[src/sv/assert_macros.svh]
// Assertion macros for the RTL files; sgqt_back includes them.
`ifndef ASSERT_MACROS_SVH
`define ASSERT_MACROS_SVH
`ifndef SYNTHESIS
// Same-cycle implication.
`define SGQT_ASSERT_IMPL(label, clk, rst_n, ante, cons) \
    label: assert property (@(posedge clk) disable iff (!rst_n) (ante) |-> (cons)) \
        else $error("assertion failed");
// Next-cycle implication.
`define SGQT_ASSERT_NEXT(label, clk, rst_n, ante, cons) \
    label: assert property (@(posedge clk) disable iff (!rst_n) (ante) |=> (cons)) \
        else $error("assertion failed");
`else
`define SGQT_ASSERT_IMPL(label, clk, rst_n, ante, cons)
`define SGQT_ASSERT_NEXT(label, clk, rst_n, ante, cons)
`endif
`endif

[src/sv/sgqt_pkg.sv]
package sgqt_pkg;

    localparam int ANGLE_STEPS = 256;
    localparam int ANGLE_W     = 8;
    localparam int ANGLE_HALF    = ANGLE_STEPS / 2;
    localparam int ANGLE_QUARTER = ANGLE_STEPS / 4;
    localparam real ANGLE_RAD  = 2.0 * 3.14159265358979323846 / real'(ANGLE_STEPS);
    localparam int QUEUE_DEPTH = 2;
    localparam int CFG_IDX_W   = 3;
    localparam int CFG_DATA_W  = 32;
    localparam int MODE_W      = 10;
    localparam int MODE_STRETCH_BIT = 8;
    localparam int MODE_ROTATE_BIT  = 9;

    typedef enum logic [CFG_IDX_W-1:0] {
        REG_GROUP_ORIGIN    = 3'd0,
        REG_GROUP_SIZE      = 3'd1,
        REG_CORNER_TL       = 3'd2,
        REG_CORNER_TR       = 3'd3,
        REG_CORNER_BR       = 3'd4,
        REG_CORNER_BL       = 3'd5,
        REG_ROTATION_PIVOT  = 3'd6,
        REG_TRANSFORM_MODE  = 3'd7
    } t_cfg_reg;

    typedef struct packed {
        logic signed [15:0] cel_offset_x;
        logic signed [15:0] cel_offset_y;
        logic [10:0]        cel_width;
        logic [10:0]        cel_height;
        logic               last_cel;
    } t_in_item;

    typedef struct packed {
        logic signed [31:0] top_left_x;
        logic signed [31:0] top_left_y;
        logic signed [31:0] top_right_x;
        logic signed [31:0] top_right_y;
        logic signed [31:0] bottom_right_x;
        logic signed [31:0] bottom_right_y;
        logic signed [31:0] bottom_left_x;
        logic signed [31:0] bottom_left_y;
        logic               last_out;
    } t_out_item;

    // Local corner coordinates, integer pixels, low 16 bits
    typedef struct packed {
        logic [15:0] x0;
        logic [15:0] x1;
        logic [15:0] y0;
        logic [15:0] y1;
        logic        last;
    } t_qitem;

    typedef struct packed {
        logic [31:0]       origin;
        logic [31:0]       tl;
        logic [31:0]       tr;
        logic [31:0]       br;
        logic [31:0]       bl;
        logic [31:0]       pivot;
        logic [MODE_W-1:0] mode;
    } t_xf_cfg;

    typedef logic [31:0] t_sin_tab [ANGLE_STEPS];

    // Round sin(2*pi*k/steps) * 65536, folded onto the first quarter
    function automatic t_sin_tab f_build_sin();
        t_sin_tab tab;
        int       a;
        int       v;
        bit       neg;
        real      ang;
        for (int k = 0; k < ANGLE_STEPS; k++) begin
            a   = k;
            neg = 1'b0;
            if (a >= ANGLE_HALF) begin
                neg = 1'b1;
                a   = a - ANGLE_HALF;
            end
            if (a > ANGLE_QUARTER) begin
                a = ANGLE_HALF - a;
            end
            ang = real'(a) * ANGLE_RAD;
            v   = int'($sin(ang) * 65536.0);
            tab[k] = neg ? 32'(-v) : 32'(v);
        end
        return tab;
    endfunction

    localparam t_sin_tab SIN_TAB = f_build_sin();

endpackage

[src/sv/sgqt_queue.sv]
module sgqt_queue #(
    parameter int DEPTH = sgqt_pkg::QUEUE_DEPTH
) (
    input  logic             i_clk,
    input  logic             i_rst_n,
    input  logic             i_push,
    input  sgqt_pkg::t_qitem i_data,
    output logic             o_full,
    input  logic             i_pop,
    output logic             o_valid,
    output sgqt_pkg::t_qitem o_data
);
    import sgqt_pkg::*;

    localparam int IW = (DEPTH > 1) ? $clog2(DEPTH) : 1;
    localparam int CW = $clog2(DEPTH + 1);

    t_qitem          r_mem [DEPTH];
    logic [IW-1:0]   r_wr, r_rd;
    logic [CW-1:0]   r_count;

    // Store pushed words
    always_ff @(posedge i_clk) begin
        if (i_push) begin
            r_mem[r_wr] <= i_data;
        end
    end

    // Advance pointers and count
    always_ff @(posedge i_clk) begin
        if (!i_rst_n) begin
            r_wr    <= '0;
            r_rd    <= '0;
            r_count <= '0;
        end else begin
            if (i_push) begin
                r_wr <= (r_wr == IW'(DEPTH - 1)) ? '0 : r_wr + 1'b1;
            end
            if (i_pop) begin
                r_rd <= (r_rd == IW'(DEPTH - 1)) ? '0 : r_rd + 1'b1;
            end
            if (i_push && !i_pop) begin
                r_count <= r_count + 1'b1;
            end else if (i_pop && !i_push) begin
                r_count <= r_count - 1'b1;
            end
        end
    end

    assign o_full  = (r_count == CW'(DEPTH));
    assign o_valid = (r_count != '0);
    assign o_data  = r_mem[r_rd];

endmodule

[config.mk]
export PLATFORM = sky130hd
export DESIGN_NAME = sgqt_queue
export DESIGN_NICKNAME = d
export VERILOG_FILES = /design/src/sv/assert_macros.svh /design/src/sv/sgqt_pkg.sv /design/src/sv/sgqt_queue.sv
export SDC_FILE = /design/constraint.sdc
export NUM_CORES = 1
export LEC_CHECK = 0
export BUFFER_PORTS_ARGS = -buffer_cell sky130_fd_sc_hd__clkbuf_2
export CAP_MARGIN = 20
export CORE_MARGIN = 10
export CORE_UTILIZATION = 45
export CTS_CLUSTER_DIAMETER = 60
export DETAILED_ROUTE_END_ITERATION = 10
export GPL_TIMING_DRIVEN = 0
export PLACE_DENSITY = 0.68
export RECOVER_POWER = 25
export SLEW_MARGIN = 10
export SYNTH_ARGS = -nofsm -noshare
export SYNTH_HDL_FRONTEND = slang
export SYNTH_SLANG_ARGS = --single-unit
[constraint.sdc]
create_clock -name i_clk -period 11.72 [get_ports i_clk]
set_input_delay 2.344 -clock i_clk [delete_from_list [all_inputs] [get_ports i_clk]]
set_output_delay 2.344 -clock i_clk [all_outputs]
set_load 0.03 [all_outputs]
==> results.cfg <==
[clocking]
h-tree-depth = 4
clk_pin_slew_ps = 60
cts_root_buffer = clkbuf_8
cts_buffers = 17
clock_latency_ps = 510
clockBufferDepth = 2
clock_sinks = 135
cts_tree = yes
post_cts_resized = 0
cts_setup_buffers = 0
cts-hold-fix-buffers = 0

[synthesis]
synth_area_per_cell_um2 = 22.0
synth_area_leaders = edfxtp_1, mux2_2, dfxtp_1, buf_6, and2_1
ys_types = 18
yosysTopAreaCell = edfxtp_1
ys_seq_area_share_pct = 81.3
synth.ff_latch_count = 135
syn-num-nets = 294
yosys_warnings = 0
synthCells = 224
syn_area_um2 = 4930
netlist.area_leader.share_pct = 79.2

[setup_path]
worstPathArrival_ps = 1780
critPathTopFamily = buffers and inverters
critPathMaxStageDelay_ps = 360
start_kind = flop
worstSetupEndpointType = output pin
rr_worst_depth = 2
worstReg2RegStart = r_wr
crit_chain = buf_4 > buf_6 > mux2_2 > clkbuf_2
r2r-end = r_mem[1][28]
crit_required_ps = 9380
critPathKind = flop to output pin
rrSetupSlack_ps = 10240
path_max_fanout = 10
cpMaxStageDelayCell = mux2_2
cp.buffers_inverters = 3

[power]
p_leak_nw = 2.42
switching_share_pct = 23.2
power_per_cell_area_nw_per_um2 = 194
pwr-share-clk_pct = 42.6
totalPowerFinal_mw = 1.25
intPower_mw = 0.958
vdd_drop_max_mv = 0.0908
seq_power_share_pct = 45.2
p_switching_mw = 0.289
p_comb_share_pct = 12.2

[status]
status = finished, final reports clean

[detailed_routing]
dr.pass1.iters = 4
drt_wl_total_mm = 9.42
drt_iter0_markers = 102
wl_per_cell_um = 17.6
drc = 0
viasPerCell = 4.77
antenna_left = 0
vias = 2549

[die]
die_h_um = 125
die_x_um = 125
floorplan.initialDensity_pct = 45.6
rows = 38
coreArea_um2 = 10800
dieArea_um2 = 15500
io_pins = 136

[timing]
rsz0062_at_grt = no
setup_slack_ps = 7590
finalCritPeriodShare_pct = 35.2
hold_violations = 0
fmax_mhz = 242
relSlewSlack_pct = 56.2
period_minus_slack_ps = 4130
setup_violations = 0
final_max_slew_viol_count = 0
clock_skew_ps = 5.97
tns_ps = 0
whs_ps = 519
tightest_slew_ps = 656

[global_routing]
antenna_found_initial = 0
grt_pass1_vias = 2839
grt_pass1_wl_mm = 14.8
grt_max_degree = 36
track_usage_pct = 12.3
overflow = 0

[final_layout]
antennaDiodeCount = 0
design_area_um2 = 6420
final_net_count = 451
drive_gt1_share_pct = 55.3
area_growth_pct = 30.4

[hold_path]
holdPathStages = 2
min_from = r_count[1]
min_to = r_count[1]
hold_path_class = flop to flop

[placed_design]
post-place-ws_ps = 8020
gp_congestion = 0.688
port_buffers = 135
place_area_um2 = 5850
hpwlAfterDp_mm = 6.53

[job]
cap_violations = 0
power groups by stage:
stage | clock (mW) | combinational, mW | sequential, mW
2_1_floorplan | 0 | 0.103 | 0.573
3_3_place_gp | 0 | 0.150 | 0.575
3_5_place_dp | 0 | 0.156 | 0.574
4_1_cts | 0.546 | 0.156 | 0.564
5_1_grt | 0.566 | 0.163 | 0.566
6_report | 0.531 | 0.152 | 0.564
placed cells by master, fill, tap and decap left out, drive strengths merged:
master and instances:
dfxtp 5, ha 1, xor2 2, clkinvlp 2, or2 1, xnor2 1, bufinv 4, clkbuf 154
mux2 65, and2 4, buf 10, o21ai 1, a21boi 1, edfxtp 130, inv 1, nor2b 2
or3 1, and2b 1, clkinv 7, o21a 1
Yosys cell counts, drive strengths merged:
cell type and count:
edfxtp 130, buf 7, inv 1, or3 1
nor2b 2, xnor2 1, o21a 1, a21boi 1
ha 1, xor2 2, mux2 65, or2 1
and2b 1, o21ai 1, dfxtp 5, and2 4
per-layer routing:
layer,up-vias,GRT usage [%],share of wire (%)
li1,1205,-,-
met1,1240,13.3,41
met2,86,20.0,50
met3,18,5.66,7.0
met4,0,6.24,2.0
met5,-,0,0
stage by stage:
| stage | utilization [%] | cells |
|---|---|---|
| floorplan | - | 224 |
| global placement | 53.5 | 499 |
| detailed placement | 54.2 | 502 |
| CTS | 59.8 | 534 |
| global route | 59.5 | 534 |
| finish | 59.5 | 534 |
worst reg2reg max path: cells and delay by family (launching register included):
| kind | cells | cell delay (ps) |
|---|---|---|
| buffers and inverters | 1 | 290 |
| flip-flops | 1 | 390 |
| AND/OR/NAND/NOR | 1 | 470 |
state kept, by name (all words and copies together), names as in the netlist, named ones only:
register	flops
r_mem	130
r_rd	1
r_count	2
r_wr	1
worst max-delay path by stage:
stage | start | endpoint | slack, ps | cells after the start
after floorplan | i_push | r_mem[0][0] | 5990 | 1
after global placement | i_push | r_mem[0][10] | 4130 | 2
after detailed placement | i_push | r_mem[0][10] | 8020 | 3
after CTS | flop | o_data[56] | 7530 | 4
after global routing | flop | o_data[24] | 7490 | 4
final | flop | o_data[56] | 7590 | 4
area by class of cell:
cell class,instances,area (µm²)
multi-input cells,81,860
well taps,140,175
clock buffers,19,422
flip-flops and latches,135,4000
inverters,1,3.75
fillers,843,4370
repair buffers,138,712
plain buffers,7,68.8
clock inverters,13,180
cell families (layout without fill, tap and decap cells):
family,after synthesis,in the layout,synth area share [%]
xor+xnor,3,3,0.533
compound gates,3,3,0.406
fa+ha+maj,1,1,0.254
mux,65,65,14.9
flops,135,135,81.3
simple gates,9,9,1.19
buf+inv,8,178,1.47
Power figures use the tool's default switching activity.
