## config.mk

```make
export PLATFORM = sky130hd
export DESIGN_NAME = sgqt_front
export DESIGN_NICKNAME = d
export VERILOG_FILES = /design/src/sv/assert_macros.svh /design/src/sv/sgqt_pkg.sv /design/src/sv/sgqt_front.sv
export SDC_FILE = /design/constraint.sdc
export NUM_CORES = 1
export LEC_CHECK = 0
export ABC_AREA = 1
export BUFFER_PORTS_ARGS = -buffer_cell sky130_fd_sc_hd__clkbuf_2
export CAP_MARGIN = 20
export CORE_AREA = 2 2 131 133
export DETAILED_ROUTE_END_ITERATION = 8
export DIE_AREA = 0 0 133 135
export HOLD_SLACK_MARGIN = 0.05
export PLACE_DENSITY = 0.77
export SLEW_MARGIN = 20
export SYNTH_ARGS = -nofsm -noshare
export SYNTH_HDL_FRONTEND = slang
export SYNTH_SLANG_ARGS = --single-unit
```

## constraint.sdc

```tcl
create_clock -name i_clk -period 2.63 [get_ports i_clk]
set_clock_uncertainty 0.2 [all_clocks]
set_input_delay 0.1315 -clock i_clk [delete_from_list [all_inputs] [get_ports i_clk]]
set_output_delay 0.1315 -clock i_clk [all_outputs]
set_load 0.01 [all_outputs]
```

## src/sv/assert_macros.svh

```systemverilog
// Assertion macros for the RTL files; sgqt_back includes them.
`ifndef ASSERT_MACROS_SVH
`define ASSERT_MACROS_SVH
`ifndef SYNTHESIS
// Same-cycle implication.
`define SGQT_ASSERT_IMPL(label, clk, rst_n, ante, cons) \
    label: assert property (@(posedge clk) disable iff (!rst_n) (ante) |-> (cons)) \
        else $error("assertion failed");
// Next-cycle implication.
`define SGQT_ASSERT_NEXT(label, clk, rst_n, ante, cons) \
    label: assert property (@(posedge clk) disable iff (!rst_n) (ante) |=> (cons)) \
        else $error("assertion failed");
`else
`define SGQT_ASSERT_IMPL(label, clk, rst_n, ante, cons)
`define SGQT_ASSERT_NEXT(label, clk, rst_n, ante, cons)
`endif
`endif

```

## src/sv/sgqt_pkg.sv

```systemverilog
package sgqt_pkg;

    localparam int ANGLE_STEPS = 256;
    localparam int ANGLE_W     = 8;
    localparam int ANGLE_HALF    = ANGLE_STEPS / 2;
    localparam int ANGLE_QUARTER = ANGLE_STEPS / 4;
    localparam real ANGLE_RAD  = 2.0 * 3.14159265358979323846 / real'(ANGLE_STEPS);
    localparam int QUEUE_DEPTH = 2;
    localparam int CFG_IDX_W   = 3;
    localparam int CFG_DATA_W  = 32;
    localparam int MODE_W      = 10;
    localparam int MODE_STRETCH_BIT = 8;
    localparam int MODE_ROTATE_BIT  = 9;

    typedef enum logic [CFG_IDX_W-1:0] {
        REG_GROUP_ORIGIN    = 3'd0,
        REG_GROUP_SIZE      = 3'd1,
        REG_CORNER_TL       = 3'd2,
        REG_CORNER_TR       = 3'd3,
        REG_CORNER_BR       = 3'd4,
        REG_CORNER_BL       = 3'd5,
        REG_ROTATION_PIVOT  = 3'd6,
        REG_TRANSFORM_MODE  = 3'd7
    } t_cfg_reg;

    typedef struct packed {
        logic signed [15:0] cel_offset_x;
        logic signed [15:0] cel_offset_y;
        logic [10:0]        cel_width;
        logic [10:0]        cel_height;
        logic               last_cel;
    } t_in_item;

    typedef struct packed {
        logic signed [31:0] top_left_x;
        logic signed [31:0] top_left_y;
        logic signed [31:0] top_right_x;
        logic signed [31:0] top_right_y;
        logic signed [31:0] bottom_right_x;
        logic signed [31:0] bottom_right_y;
        logic signed [31:0] bottom_left_x;
        logic signed [31:0] bottom_left_y;
        logic               last_out;
    } t_out_item;

    // Local corner coordinates, integer pixels, low 16 bits
    typedef struct packed {
        logic [15:0] x0;
        logic [15:0] x1;
        logic [15:0] y0;
        logic [15:0] y1;
        logic        last;
    } t_qitem;

    typedef struct packed {
        logic [31:0]       origin;
        logic [31:0]       tl;
        logic [31:0]       tr;
        logic [31:0]       br;
        logic [31:0]       bl;
        logic [31:0]       pivot;
        logic [MODE_W-1:0] mode;
    } t_xf_cfg;

    typedef logic [31:0] t_sin_tab [ANGLE_STEPS];

    // Round sin(2*pi*k/steps) * 65536, folded onto the first quarter
    function automatic t_sin_tab f_build_sin();
        t_sin_tab tab;
        int       a;
        int       v;
        bit       neg;
        real      ang;
        for (int k = 0; k < ANGLE_STEPS; k++) begin
            a   = k;
            neg = 1'b0;
            if (a >= ANGLE_HALF) begin
                neg = 1'b1;
                a   = a - ANGLE_HALF;
            end
            if (a > ANGLE_QUARTER) begin
                a = ANGLE_HALF - a;
            end
            ang = real'(a) * ANGLE_RAD;
            v   = int'($sin(ang) * 65536.0);
            tab[k] = neg ? 32'(-v) : 32'(v);
        end
        return tab;
    endfunction

    localparam t_sin_tab SIN_TAB = f_build_sin();

endpackage

```

## src/sv/sgqt_front.sv

```systemverilog
module sgqt_front (
    input  logic              i_clk,
    input  logic              i_rst_n,
    input  logic              i_valid,
    output logic              o_ready,
    input  sgqt_pkg::t_in_item i_in,
    input  logic              i_size_we,
    input  logic [31:0]       i_size,
    output logic [16:0]       o_inv_w,
    output logic [16:0]       o_inv_h,
    output logic              o_push,
    output sgqt_pkg::t_qitem  o_qitem,
    input  logic              i_q_full
);
    import sgqt_pkg::*;

    logic        r_busy;
    logic [4:0]  r_step;
    logic [15:0] r_dw, r_dh;
    logic [15:0] r_rem_w, r_rem_h;
    logic [16:0] r_q_w, r_q_h;
    logic        dbit;
    logic [16:0] trial_w, trial_h;
    logic        ge_w, ge_h;

    // Restoring divide of 1.0 by each group size, one quotient bit a cycle
    assign dbit    = (r_step == 5'd16);
    assign trial_w = {r_rem_w, dbit};
    assign trial_h = {r_rem_h, dbit};
    assign ge_w    = trial_w >= {1'b0, r_dw};
    assign ge_h    = trial_h >= {1'b0, r_dh};

    always_ff @(posedge i_clk) begin
        if (!i_rst_n) begin
            r_busy <= 1'b0;
            r_step <= '0;
            r_q_w  <= 17'h10000;
            r_q_h  <= 17'h10000;
        end else if (i_size_we) begin
            r_busy  <= 1'b1;
            r_step  <= 5'd16;
            r_dw    <= (i_size[15:0] == '0) ? 16'd1 : i_size[15:0];
            r_dh    <= (i_size[31:16] == '0) ? 16'd1 : i_size[31:16];
            r_rem_w <= '0;
            r_rem_h <= '0;
            r_q_w   <= '0;
            r_q_h   <= '0;
        end else if (r_busy) begin
            r_rem_w <= ge_w ? 16'(trial_w - {1'b0, r_dw}) : trial_w[15:0];
            r_rem_h <= ge_h ? 16'(trial_h - {1'b0, r_dh}) : trial_h[15:0];
            r_q_w   <= {r_q_w[15:0], ge_w};
            r_q_h   <= {r_q_h[15:0], ge_h};
            r_step  <= r_step - 5'd1;
            if (r_step == '0) begin
                r_busy <= 1'b0;
            end
        end
    end

    assign o_inv_w = r_q_w;
    assign o_inv_h = r_q_h;

    // Accept a word and form its local corners
    assign o_ready = !r_busy && !i_q_full;
    assign o_push  = i_valid && o_ready;

    always_comb begin
        o_qitem.x0   = i_in.cel_offset_x;
        o_qitem.x1   = 16'(i_in.cel_offset_x + {5'b0, i_in.cel_width});
        o_qitem.y0   = i_in.cel_offset_y;
        o_qitem.y1   = 16'(i_in.cel_offset_y + {5'b0, i_in.cel_height});
        o_qitem.last = i_in.last_cel;
    end

endmodule

```

==> results of run 1 <==
==> per-layer routing <==
layer  global-route usage [%]  vias to the layer above
met5                        0                        -
met4                     8.78                        0
met3                     4.99                       38
met2                     43.9                      243
met1                     29.3                     3550
li1                         -                     3937
==> final cells by class <==
type / instances / area [µm²] / share of cell area [%]
Clock buffer: 9 / 225 / 2.31
Clock inverter: 7 / 87.6 / 0.900
Inverter: 153 / 587 / 6.03
Multi-Input combinational cell: 800 / 4340 / 44.6
Sequential cell: 104 / 2730 / 28.0
Tap cell: 220 / 275 / 2.83
Timing Repair Buffer: 246 / 1480 / 15.2
Timing Repair inverter: 1 / 8.76 / 0.0900
==> state kept, by name, summed over array words and instances (netlist names) <==
register  flops
r_busy        1
r_dw         16
r_step        5
r_dh         16
o_inv_w      17
o_inv_h      17
r_rem_h      16
r_rem_w      16
==> per-stage QoR <==
step	util, %	power [mW]
floorplan	-	3.21
global placement	54.6	3.66
detailed placement	54.6	3.68
CTS	58.6	5.12
global route	59.3	5.45
finish	59.3	5.16
==> cells in the final DEF, fill, tap and decap left out, types with 9 or more instances in the layout <==
| cell | Yosys | final |
|---|---|---|
| a21oi_1 | 71 | 71 |
| and2_1 | 10 | 10 |
| buf_4 | 35 | 18 |
| clkbuf_16 | 0 | 9 |
| clkbuf_2 | 0 | 190 |
| dfxtp_1 | 40 | 38 |
| dlygate4sd3_1 | 0 | 35 |
| edfxtp_1 | 64 | 64 |
| ha_1 | 56 | 55 |
| inv_1 | 142 | 139 |
| inv_2 | 8 | 11 |
| nand2_1 | 329 | 328 |
| nand2_2 | 9 | 10 |
| nand3_1 | 49 | 48 |
| nand3b_1 | 24 | 24 |
| nand4_1 | 15 | 15 |
| nor2_1 | 121 | 116 |
| nor2_2 | 11 | 16 |
| nor4_1 | 9 | 9 |
| o21ai_0 | 19 | 19 |
| xnor2_1 | 9 | 9 |
| xor2_1 | 30 | 30 |
==> worst paths after layout <==
check	startpoint	to	slack, ns	cells past startpoint
setup / recovery	r_step[1]	r_rem_h[13]	0.10	15
hold / removal	i_in[0]	o_qitem[0]	0.06	0
setup reg to reg	r_step[1]	r_rem_h[13]	0.10	15
hold reg to reg	o_inv_h[16]	o_inv_h[16]	0.26	2
==> what timing repair did <==
action	4_1_cts	5_1_grt
pin swaps	0	7
gates resized for setup	1	17
gates cloned	0	2
hold endpoints to repair	36	0
hold buffers	35	0
setup endpoints to repair	1	32
buffers inserted	0	5
==> cell families after synthesis <==
family	share of synthesized area, %
fa+ha+maj	9.64
xor+xnor	4.22
simple gates	32.8
buf+inv	13.2
flops	33.6
compound gates	6.54
==> power by group through the flow <==
stage / registers, mW / logic [mW] / clock network [mW]
2_1_floorplan: 1.93 / 1.28 / 0
3_3_place_gp: 1.95 / 1.71 / 0
3_5_place_dp: 1.95 / 1.73 / 0
4_1_cts: 1.91 / 1.79 / 1.41
5_1_grt: 1.92 / 2.05 / 1.47
6_report: 1.91 / 1.85 / 1.40
==> flow_metrics.py, run 1 <==
metrics = {
    "power_and_ir_drop": {
        "p_int_mw": 3.25,
        "p_per_area_nw_per_um2": 531,
        "p_leak_nw": 5.01,
        "ir_drop_mv": 0.352,
        "switchingPower_mw": 1.91,
        "pwr-share-seq_pct": 37.1,
        "switching_share_pct": 37.0,
        "clkPwrFrac_pct": 27.1,
        "pwr-share-comb_pct": 35.9,
    },
    "floorplanning": {
        "dieHeight_um": 135,
        "start_util_pct": 49.4,
        "dieArea_um2": 18000,
        "rows": 47,
        "io_pins": 193,
        "die_w_um": 133,
        "design.core.area_um2": 16400,
    },
    "grt": {
        "antenna_found_initial": 0,
        "groute.usage.overall_pct": 24.5,
        "grt_pass1_wl_um": 35300,
        "grt_pass1_vias": 7359,
        "grt_max_degree": 41,
        "gr-total-overflow": 0,
    },
    "sta": {
        "fin_ws_ns": 0.101,
        "hold_viol_final": 0,
        "setup_viol": 0,
        "slew_headroom_pct": 44.7,
        "period_minus_slack_ns": 2.53,
        "maxSlewViolCount": 0,
        "worst_pin_slew_ns": 0.822,
        "fin_crit_sh_pct": 96.2,
        "tns_ns": 0,
        "rsz0062_at_grt": "yes",
        "hold_slack_ns": 0.0630,
        "fmax_mhz": 395,
    },
    "synth": {
        "synth.most_common_cell": "nand2_1",
        "synth_top_area_share_pct": 23.7,
        "ys_warn_count": 0,
        "synth-seq-area-share_pct": 33.6,
        "ys_ff_latch": 104,
        "async_flop_share_pct": 0,
        "yosys-top-cells-count": "nand2_1, inv_1, nor2_1, a21oi_1, edfxtp_1",
        "synth_edf_count": 64,
        "avgSynthCellArea_um2": 7.10,
        "netlist_area_um2": 8100,
        "netlist_instances": 1141,
        "synth_nets": 1293,
        "ys.flop_type": "edfxtp_1",
        "synthTopCellsByArea": "edfxtp_1, nand2_1, dfxtp_1, ha_1, inv_1",
        "ys_types": 44,
        "yosysTopAreaCell": "edfxtp_1",
    },
    "finish": {
        "drive_above_1_share_pct": 21.8,
        "diodes": 0,
        "fin_cells": 1540,
        "area_delta_synth_final_pct": 20.1,
        "design_area_um2": 9730,
        "fin_nets": 1467,
        "fillers": 1487,
    },
    "cts": {
        "cts_tree": "done",
        "cts_root_buf": "clkbuf_16",
        "clk_path_buf_depth": 2,
        "cts_buffers": 9,
        "h-tree-depth": 3,
        "clkTransAtPathRegs_ns": 0.08,
        "clock_latency_ns": 0.37,
        "cts_sinks": 104,
    },
    "detailed_routing": {
        "totalWireLength_um": 22200,
        "met2WireLength_um": 10900,
        "met3_wirelength_um": 1240,
        "dr.pass1.iters": 5,
        "drcViolationCount": 0,
        "drtIter0Drc": 499,
        "wl_per_cell_um": 14.4,
        "via_count": 7768,
        "via_per_inst": 5.04,
        "detail-route-antenna-nets": 0,
        "wl_met1_um": 9440,
        "top_layer": "met4",
    },
    "run_status": {
        "status": "complete, no violations",
    },
    "setup_path": {
        "critical_path_class": "reg -> reg",
        "slowest_stage": "dfxtp_2",
        "critPathBufInv": 4,
        "crit_chain": "inv_2 > ha_2 > nand2_2 > nor2_2 > inv_2 > ha_1 > inv_1 > nor2_1 > nand4_1 > nor2_4 > nor2_8 > nand2_8 > clkinv_8 > nor2_1 > nor2_1",
        "crit_fanout": 8,
        "critPathLaunchType": "register",
        "cp-end-kind": "register",
        "cp_common_cell": "nor2_1",
        "cp.arrival_ns": 2.46,
        "path_delay_family": "simple AND/OR/NAND/NOR gates",
        "critPathMaxStageDelay_ns": 0.33,
        "required_ns": 2.56,
    },
    "job": {
        "maxCapViolCount": 0,
    },
    "placed_design": {
        "pre_cts_ws_ns": 0.00503,
        "numPortBuffers": 190,
        "placedCellCount": 1482,
        "hpwlAfterDp_um": 17000,
        "gp_congestion": 0.960,
        "placed_area_um2": 8950,
    },
    "min_path": {
        "hold_class": "in -> out",
    },
}
(Power assumes the default switching activity.)
==> run 2: changes to the inputs <==
--- a/config.mk
+++ b/config.mk
@@ -5,15 +5,16 @@
 export SDC_FILE = /design/constraint.sdc
 export NUM_CORES = 1
 export LEC_CHECK = 0
-export ABC_AREA = 1
 export BUFFER_PORTS_ARGS = -buffer_cell sky130_fd_sc_hd__clkbuf_2
 export CAP_MARGIN = 20
-export CORE_AREA = 2 2 131 133
+export CORE_AREA = 2 2 124 126
+export CTS_CLUSTER_DIAMETER = 80
 export DETAILED_ROUTE_END_ITERATION = 8
-export DIE_AREA = 0 0 133 135
+export DIE_AREA = 0 0 126 128
 export HOLD_SLACK_MARGIN = 0.05
-export PLACE_DENSITY = 0.77
+export PLACE_DENSITY = 0.76
 export SLEW_MARGIN = 20
 export SYNTH_ARGS = -nofsm -noshare
 export SYNTH_HDL_FRONTEND = slang
 export SYNTH_SLANG_ARGS = --single-unit
+export TNS_END_PERCENT = 5
==> flow_metrics.py, run 2 <==
metrics = {
    "synth": {
        "avgSynthCellArea_um2": 9.53,
        "netlist_instances": 733,
        "ys_types": 58,
        "synth_fa_ha_area_share_pct": 11.2,
        "synthSimpleGateAreaFrac_pct": 12.8,
        "yosysTopAreaCell": "edfxtp_1",
        "synth_nets": 885,
        "synth-seq-area-share_pct": 39.0,
        "synth-compound-area-share_pct": 13.8,
        "synth_top_family_by_area": "compound AO/OA/AOI/OAI gates",
        "muxShareOfSynthArea_pct": 8.37,
        "synth.most_common_cell": "nor2_1",
        "synthTopCellsByArea": "edfxtp_1, dfxtp_1, ha_1, mux2i_1, nor2_1",
        "ys_warn_count": 0,
        "synth_edf_count": 64,
        "async_flop_share_pct": 0,
        "ys_ff_latch": 104,
        "synth-xor-area-share_pct": 6.27,
        "yosys-top-cells-count": "nor2_1, edfxtp_1, ha_1, mux2i_1, inv_1",
        "synth_top_area_share_pct": 27.5,
        "ys.flop_type": "edfxtp_1",
        "netlist_area_um2": 6980,
    },
    "detailed_routing": {
        "via_per_inst": 5.22,
        "wl_per_cell_um": 14.8,
        "drcViolationCount": 0,
        "via_count": 6118,
        "drtIter0Drc": 256,
        "detail-route-antenna-nets": 0,
        "dr.pass1.iters": 5,
        "totalWireLength_um": 17300,
    },
    "grt": {
        "groute.usage.overall_pct": 20.6,
        "antenna_found_initial": 0,
        "grt_pass1_wl_um": 27500,
        "gr-total-overflow": 0,
        "grt_pass1_vias": 5984,
        "grt_max_degree": 35,
    },
    "cts": {
        "h-tree-depth": 3,
        "cts_sinks": 104,
        "cts_root_buf": "clkbuf_16",
        "clk_path_buf_depth": 2,
        "cts_tree": "done",
        "clkTransAtPathRegs_ns": 0.07,
        "clock_latency_ns": 0.35,
        "cts_buffers": 9,
    },
    "setup_path": {
        "critPathBufInv": 2,
        "crit_chain": "inv_2 > ha_4 > nand3_4 > ha_4 > inv_2 > fa_2 > nand3_2 > a21oi_2 > o41a_1 > o31a_1 > o21ai_1 > or3b_1 > a21oi_1",
        "cp_num_cells": 13,
        "slowest_stage": "fa_2",
        "cp-end-kind": "register",
        "required_ns": 2.63,
        "critical_path_class": "reg -> reg",
        "ff2ff_path_depth": 13,
        "crit_fanout": 4,
        "critPathMaxStageDelay_ns": 0.35,
        "cp.arrival_ns": 2.82,
        "critPathLaunchType": "register",
        "path_delay_family": "compound AO/OA/AOI/OAI gates",
    },
    "floorplanning": {
        "rows": 45,
        "design.core.area_um2": 14900,
        "die_w_um": 126,
        "io_pins": 193,
        "start_util_pct": 47.0,
        "dieHeight_um": 128,
        "dieArea_um2": 16100,
    },
    "sta": {
        "fin_ws_ns": -0.195,
        "hold_viol_final": 0,
        "fmax_mhz": 354,
        "hold_slack_ns": 0.0630,
        "rsz0062_at_grt": "yes",
        "period_minus_slack_ns": 2.82,
        "maxSlewViolCount": 0,
        "worst_pin_slew_ns": 0.668,
        "setup_viol": 29,
        "slew_headroom_pct": 55.0,
        "fin_crit_sh_pct": 107,
    },
    "power_and_ir_drop": {
        "p_leak_nw": 4.27,
        "p_per_area_nw_per_um2": 551,
        "ir_drop_mv": 0.371,
    },
    "finish": {
        "fin_cells": 1173,
        "fin_nets": 1132,
        "diodes": 0,
        "layout_commonest_cell": "clkbuf_2",
        "drive_above_1_share_pct": 34.9,
        "final_cell_mix": "clkbuf_2, buf_4, nor2_1",
        "area_delta_synth_final_pct": 33.6,
    },
    "placed_design": {
        "numPortBuffers": 190,
        "placedCellCount": 1117,
        "hpwlAfterDp_um": 12500,
        "gp_congestion": 0.840,
    },
    "min_path": {
        "min_path_cells": 0,
        "hold_class": "in -> out",
    },
    "job": {
        "maxCapViolCount": 0,
    },
    "run_status": {
        "status": "finished with violations",
        "violations": "setup timing",
    },
}
## run 2: cell types whose count changed in the layout (fill, tap and decap cells not counted), moves of 14 or more
cell      previous run  this run
buf_4               18        90
a21oi_1             71        31
inv_1              139        40
nor2_2              16         0
nand2_1            328        27
nand3_1             48         5
nand3b_1            24         3
xnor2_1              9        34
xor2_1              30        16
nor2_1             116        89
mux2i_1              0        55
o21a_1               0        19
## run 2: area by class of cell
type	instances	area, µm²
fillers	1193	5530
multi-input cells	504	3910
clock buffers	9	225
clock inverters	7	66.3
repair buffers	317	2010
inverters	44	165
well taps	188	235
flip-flops and latches	104	2730
## run 2: what timing repair did
action | CTS | global route
hold buffers | 35 | 0
buffers inserted | 1 | 4
pin swaps | 6 | 11
setup endpoints to repair | 33 | 40
hold endpoints to repair | 35 | 0
gates resized for setup | 8 | 30
## run 2: final timing paths
kind | slack, ns | end | start
setup reg to reg | -0.19 | r_rem_h[12] | r_step[0]
hold reg to reg | 0.33 | o_inv_w[10] | o_inv_w[10]
setup / recovery | -0.19 | r_rem_h[12] | r_step[0]
hold / removal | 0.06 | o_qitem[0] | i_in[0]
## run 2: kinds of logic (layout without fill, tap and decap cells)
kind of cell               Yosys count  count (layout)
adders and majority gates           60              60
xor gates and xnor gates            50              50
and+or+nand+nor                    191             191
buffers and inverters              125             377
AOI/OAI and AO/OA                  145             145
muxes                               58              58
DFF                                104             104
## run 2: where the power goes
part / internal [mW] / switching (mW) / total [mW]
sequential: 1.86 / 0.0637 / 1.92
combinational: 0.969 / 0.936 / 1.90
clock: 0.663 / 0.656 / 1.32
total: 3.49 / 1.65 / 5.15
## run 2: per-layer routing
metal / wire length (µm) / up-vias / track usage [%]
met5: 0 / - / 0
met4: 281 / 0 / 5.75
met3: 1050 / 21 / 3.84
met2: 8720 / 190 / 37.6
met1: 7270 / 2852 / 24.9
li1: - / 3055 / -
## run 2: worst reg2reg max path, stage by stage, from the launching register on
cell and delay (ns):
dfxtp_2 0.34, inv_2 0.05, ha_4 0.16, nand3_4 0.08, ha_4 0.15, inv_2 0.03, fa_2 0.35, nand3_2 0.08
a21oi_2 0.06, o41a_1 0.33, o31a_1 0.27, o21ai_1 0.11, or3b_1 0.34, a21oi_1 0.12
## run 2: metrics by stage
stage	util, %	area [µm²]	setup TNS, ns	worst slack, ns	total power [mW]
2_1_floorplan	-	7040	-1.21	-0.177	3.09
3_3_place_gp	56.9	8460	-2.65	-0.231	3.66
3_5_place_dp	56.9	8460	-4.44	-0.283	3.70
4_1_cts	61.5	9150	-3.10	-0.250	5.08
5_1_grt	62.8	9330	-6.20	-0.356	5.43
6_report	62.8	9330	-2.13	-0.195	5.15
